### src/rtl/core/pfa_pkg.sv
// Shared widths, request and status codes, state type and control structs of the allocator.
`default_nettype none

package pfa_pkg;

    // Fixed widths of the interface fields
    localparam int REQ_W  = 3;
    localparam int IDX_W  = 10;
    localparam int STAT_W = 3;
    localparam int CNT_W  = 16;
    localparam int FREE_W = 11;
    localparam int CFG_W  = 11;

    localparam logic [CFG_W-1:0] PAGE_COUNT_RST = 11'd1024;

    // Request codes
    localparam logic [REQ_W-1:0] REQ_ALLOC  = 3'd0;
    localparam logic [REQ_W-1:0] REQ_FREE   = 3'd1;
    localparam logic [REQ_W-1:0] REQ_INCREF = 3'd2;
    localparam logic [REQ_W-1:0] REQ_DECREF = 3'd3;
    localparam logic [REQ_W-1:0] REQ_INIT   = 3'd4;

    // Status codes
    localparam logic [STAT_W-1:0] ST_OK      = 3'd0;
    localparam logic [STAT_W-1:0] ST_NOMEM   = 3'd1;
    localparam logic [STAT_W-1:0] ST_NONZERO = 3'd2;
    localparam logic [STAT_W-1:0] ST_FREED   = 3'd3;
    localparam logic [STAT_W-1:0] ST_RANGE   = 3'd4;
    localparam logic [STAT_W-1:0] ST_SAT     = 3'd5;

    typedef enum logic [1:0] {
        S_CLEAR,
        S_IDLE,
        S_SWEEP,
        S_EXEC
    } t_state;

    // Controller to datapath
    typedef struct packed {
        logic accept;      // latch request, launch memory reads
        logic exec;        // update state and load the result register
        logic sweep;       // write one entry of every memory per cycle
        logic sweep_init;  // sweep writes the init image, else the reset image
    } t_cmd;

    // Datapath to controller
    typedef struct packed {
        logic in_is_init;
        logic out_free;
        logic sweep_last;
    } t_stat;

endpackage

`default_nettype wire

### src/rtl/core/pfa_ctrl.sv
// Controller state machine of the allocator: clearing pass, accept, init sweep, execute.
`default_nettype none

module pfa_ctrl (
    input  wire logic          i_clk,
    input  wire logic          i_rst_n,
    input  wire logic          i_in_valid,
    output logic               o_in_stall,
    input  wire pfa_pkg::t_stat i_stat,
    output pfa_pkg::t_cmd      o_cmd
);
    import pfa_pkg::*;

    t_state r_state;
    t_state n_state;

    always_ff @(posedge i_clk) begin
        if (!i_rst_n) begin
            r_state <= S_CLEAR;
        end else begin
            r_state <= n_state;
        end
    end

    always_comb begin
        n_state    = r_state;
        o_cmd      = '0;
        o_in_stall = 1'b1;
        unique case (r_state)
            S_CLEAR: begin
                o_cmd.sweep = 1'b1;
                if (i_stat.sweep_last) begin
                    n_state = S_IDLE;
                end
            end
            S_IDLE: begin
                o_in_stall = 1'b0;
                if (i_in_valid) begin
                    o_cmd.accept = 1'b1;
                    n_state = i_stat.in_is_init ? S_SWEEP : S_EXEC;
                end
            end
            S_SWEEP: begin
                o_cmd.sweep      = 1'b1;
                o_cmd.sweep_init = 1'b1;
                if (i_stat.sweep_last) begin
                    n_state = S_EXEC;
                end
            end
            S_EXEC: begin
                // hold until the result register can take the item
                if (i_stat.out_free) begin
                    o_cmd.exec = 1'b1;
                    n_state = S_IDLE;
                end
            end
            default: begin
                n_state = S_CLEAR;
            end
        endcase
    end

endmodule

`default_nettype wire

### config.mk
export PLATFORM = sky130hd
export DESIGN_NAME = pfa_ctrl
export DESIGN_NICKNAME = d
export VERILOG_FILES = /design/src/rtl/core/pfa_pkg.sv /design/src/rtl/core/pfa_ctrl.sv
export SDC_FILE = /design/constraint.sdc
export NUM_CORES = 1
export LEC_CHECK = 0
export BUFFER_PORTS_ARGS = -buffer_cell sky130_fd_sc_hd__buf_2
export CORE_AREA = 5 5 42 44
export DETAILED_ROUTE_END_ITERATION = 7
export DIE_AREA = 0 0 47 49
export SETUP_SLACK_MARGIN = 0.15
export SLEW_MARGIN = 30
export SYNTH_ARGS = -nofsm -noshare
export SYNTH_HDL_FRONTEND = slang
export SYNTH_SLANG_ARGS = --single-unit
### constraint.sdc
create_clock -name i_clk -period 3.4 [get_ports i_clk]
set_input_delay 0.51 -clock i_clk [delete_from_list [all_inputs] [get_ports i_clk]]
set_output_delay 0.51 -clock i_clk [all_outputs]
set_load 0.05 [all_outputs]
==> impl_metrics.yaml <==
cells_and_area:
  area_growth_pct: 49.3
  num_antenna_cells: 0
  regMostFlops: "r_state"
  reg.largest.list: "r_state: 2 flops"
  nets: 49
  fin_cells: 53
  largest_register_ff_count: 2
  drive_gt1_share_pct: 37.8
pwr:
  p_clk_share_pct: 17.7
  sequentialPowerShare_pct: 15.3
  switching_share_pct: 55.1
  p_leak_nw: 0.158
  power_density_nw_per_um2: 1080
  peakVddDrop_mv: 0.232
  combPwrFrac_pct: 67.0
  p_sw_mw: 0.166
  p_int_mw: 0.135
die:
  chipHeight_um: 49
  coreArea_um2: 1400
  num_rows: 14
  die-area_um2: 2300
  start_util_pct: 13.4
  ioPinCount: 11
  chipWidth_um: 47
drt:
  first_pass_iters: 4
  drtIter0Drc: 5
  drc: 0
  viasPerCell: 3.60
  postRouteAntennaNets: 0
  num_vias: 191
  routed_wl_um: 418
  wire_per_inst_um: 7.89
sta:
  hold_violations: 0
  fmax_mhz: 545
  timing.setup.tns_ps: 0
  fin_crit_ps: 1830
  clock_skew_ps: 4.52
  setup_viol: 0
  max-slew-margin-rel_pct: 66.3
  min_period_over_period_pct: 54.0
  rsz0062_at_grt: "no"
  worst_pin_slew_ps: 506
  final_max_slew_viol_count: 0
yosys:
  netlist_top_cells_count: "inv_1 (5), ha_1 (4), nand2_1 (3)"
  netlist_area_um2: 188
  syn_inst: 24
  synth_top_cells_by_area: "ha_1 (27%), dfxtp_1 (21%), mux2i_1 (11%)"
  yosys_warnings: 0
  synth_seq_area_share_pct: 21.3
  yosysUniqueCellTypes: 13
  yosys.area.top_type: "ha_1"
  syn-num-nets: 34
  async_flop_share_pct: 0
  synth_flop_cell: "dfxtp_1"
  ys_ff_latch: 2
  synth_top_area_share_pct: 26.7
  synth_area_per_cell_um2: 7.82
  synth.most_common_cell: "inv_1"
  synth-edff-count: 0
setup_path:
  crit_fanout: 4
  reg2regPathDepth: 5
  worstReg2RegStart: "r_state[0]"
  rr_endpoint: "r_state[1]"
  cp_data_required_time_ps: 2890
  cp_slowest_cell: "dfxtp_1"
  worst_ep_arrival_time_ps: 1320
  path_cells: "inv_1 > ha_1 > or2_1 > buf_2"
  cp-end-kind: "primary output"
  max_stage_delay_ps: 370
  cp-start-kind: "flip-flop"
  r2r_setup_slack_ps: 1800
  critPathKind: "flip-flop to primary output"
clock_network:
  cts_made_buffers: 3
  post_cts_buffers: 0
  cts_resized: 0
  htree_levels: 1
  clock_latency_ps: 230
  cts_num_sinks: 2
  clockBufferDepth: 2
  clk_pin_slew_ps: 30
  cts_root_buf: "clkbuf_4"
  cts_tree: "done"
  hold_buffers: 0
placed_design:
  gp_congestion: 0.582
  dpl.cell_count: 50
  dp_hpwl_um: 347
  portBuffers: 10
global_route:
  grt_overflow: 0
  grt_pass1_wl_um: 710
  gr-usage-all-layers_pct: 4.71
  grt_max_degree: 5
  grt_pass1_vias: 195
  antenna_found_initial: 0
status:
  outcome: "finished, final reports clean"
hold_path:
  worst_hold_path.endpoint: "r_state[1]"
  min-delay-start: "r_state[1]"
  holdPathStages: 2
  hold_path.class: "flip-flop to flip-flop"
job:
  maxCapViolCount: 0
[power groups by stage]
stage / combinational (mW) / clock [mW] / sequential (mW)
4_1_cts: 0.204 / 0.0587 / 0.0466
2_1_floorplan: 0.167 / 0 / 0.0444
3_3_place_gp: 0.201 / 0 / 0.0481
3_5_place_dp: 0.203 / 0 / 0.0470
6_report: 0.202 / 0.0534 / 0.0461
5_1_grt: 0.223 / 0.0594 / 0.0489
[cell type report]
class | instances | area, um2
clock buffer | 3 | 22.5
multi-input combinational | 16 | 125
inverter | 6 | 22.5
fill | 167 | 1120
timing repair buffer | 10 | 50.0
tap | 16 | 20.0
sequential | 2 | 40.0
[logic make-up (layout without fill, tap and decap cells)]
family / after synthesis / count (layout) / share of synthesized area, %
and+or+nand+nor: 8 / 8 / 21.3
buffers and inverters: 6 / 19 / 12.0
adders and majority gates: 4 / 4 / 26.7
AOI/OAI and AO/OA: 2 / 2 / 8.00
muxes: 2 / 2 / 10.7
DFF: 2 / 2 / 21.3
[worst max-delay path, delay by kind of cell (launching register included)]
family | cells | cell delay [ps]
AND/OR/NAND/NOR | 1 | 220
adder cells (fa/ha/maj) | 1 | 210
buffers and inverters | 2 | 300
flip-flops | 1 | 370
[cells in the final DEF, fill, tap and decap left out]
cell type   n
inv_1       5
nand2b_1    1
and2_1      1
nor2_1      1
mux2i_1     2
buf_2      10
a222oi_1    1
inv_2       1
nor2b_1     1
ha_1        4
or2_1       1
dfxtp_1     2
o21ai_0     1
nand2_1     3
clkbuf_4    3
[layer usage]
metal,global-route usage (%),part of all wire (%),vias up
met5,0,0,-
met4,4.15,0,0
met3,3.32,17,0
met2,6.11,39,10
met1,4.81,44,80
li1,-,-,101
[how the worst max path moves through the flow]
stage          startpoint    endpoint  slack, ps  cells after the start
6_report       r_state[0]    o_cmd[1]       1570                      4
5_1_grt        r_state[0]    o_cmd[1]       1460                      4
4_1_cts        r_state[0]    o_cmd[1]       1540                      4
3_5_place_dp   r_state[0]  r_state[0]       1800                      5
3_3_place_gp   r_state[0]  r_state[0]       1790                      5
2_1_floorplan  r_state[1]    o_cmd[3]       1400                      4
[per-stage QoR]
stage	area [um2]	total power [mW]	worst slack [ps]	util, %	hold WS, ps
2_1_floorplan	188	0.211	1400	-	468
3_3_place_gp	258	0.249	1790	18.4	505
3_5_place_dp	258	0.250	1800	18.4	499
4_1_cts	280	0.309	1540	20.0	503
5_1_grt	280	0.332	1460	20.0	532
6_report	280	0.302	1570	20.0	495
No activity file was read; power rests on OpenSTA's default activity.
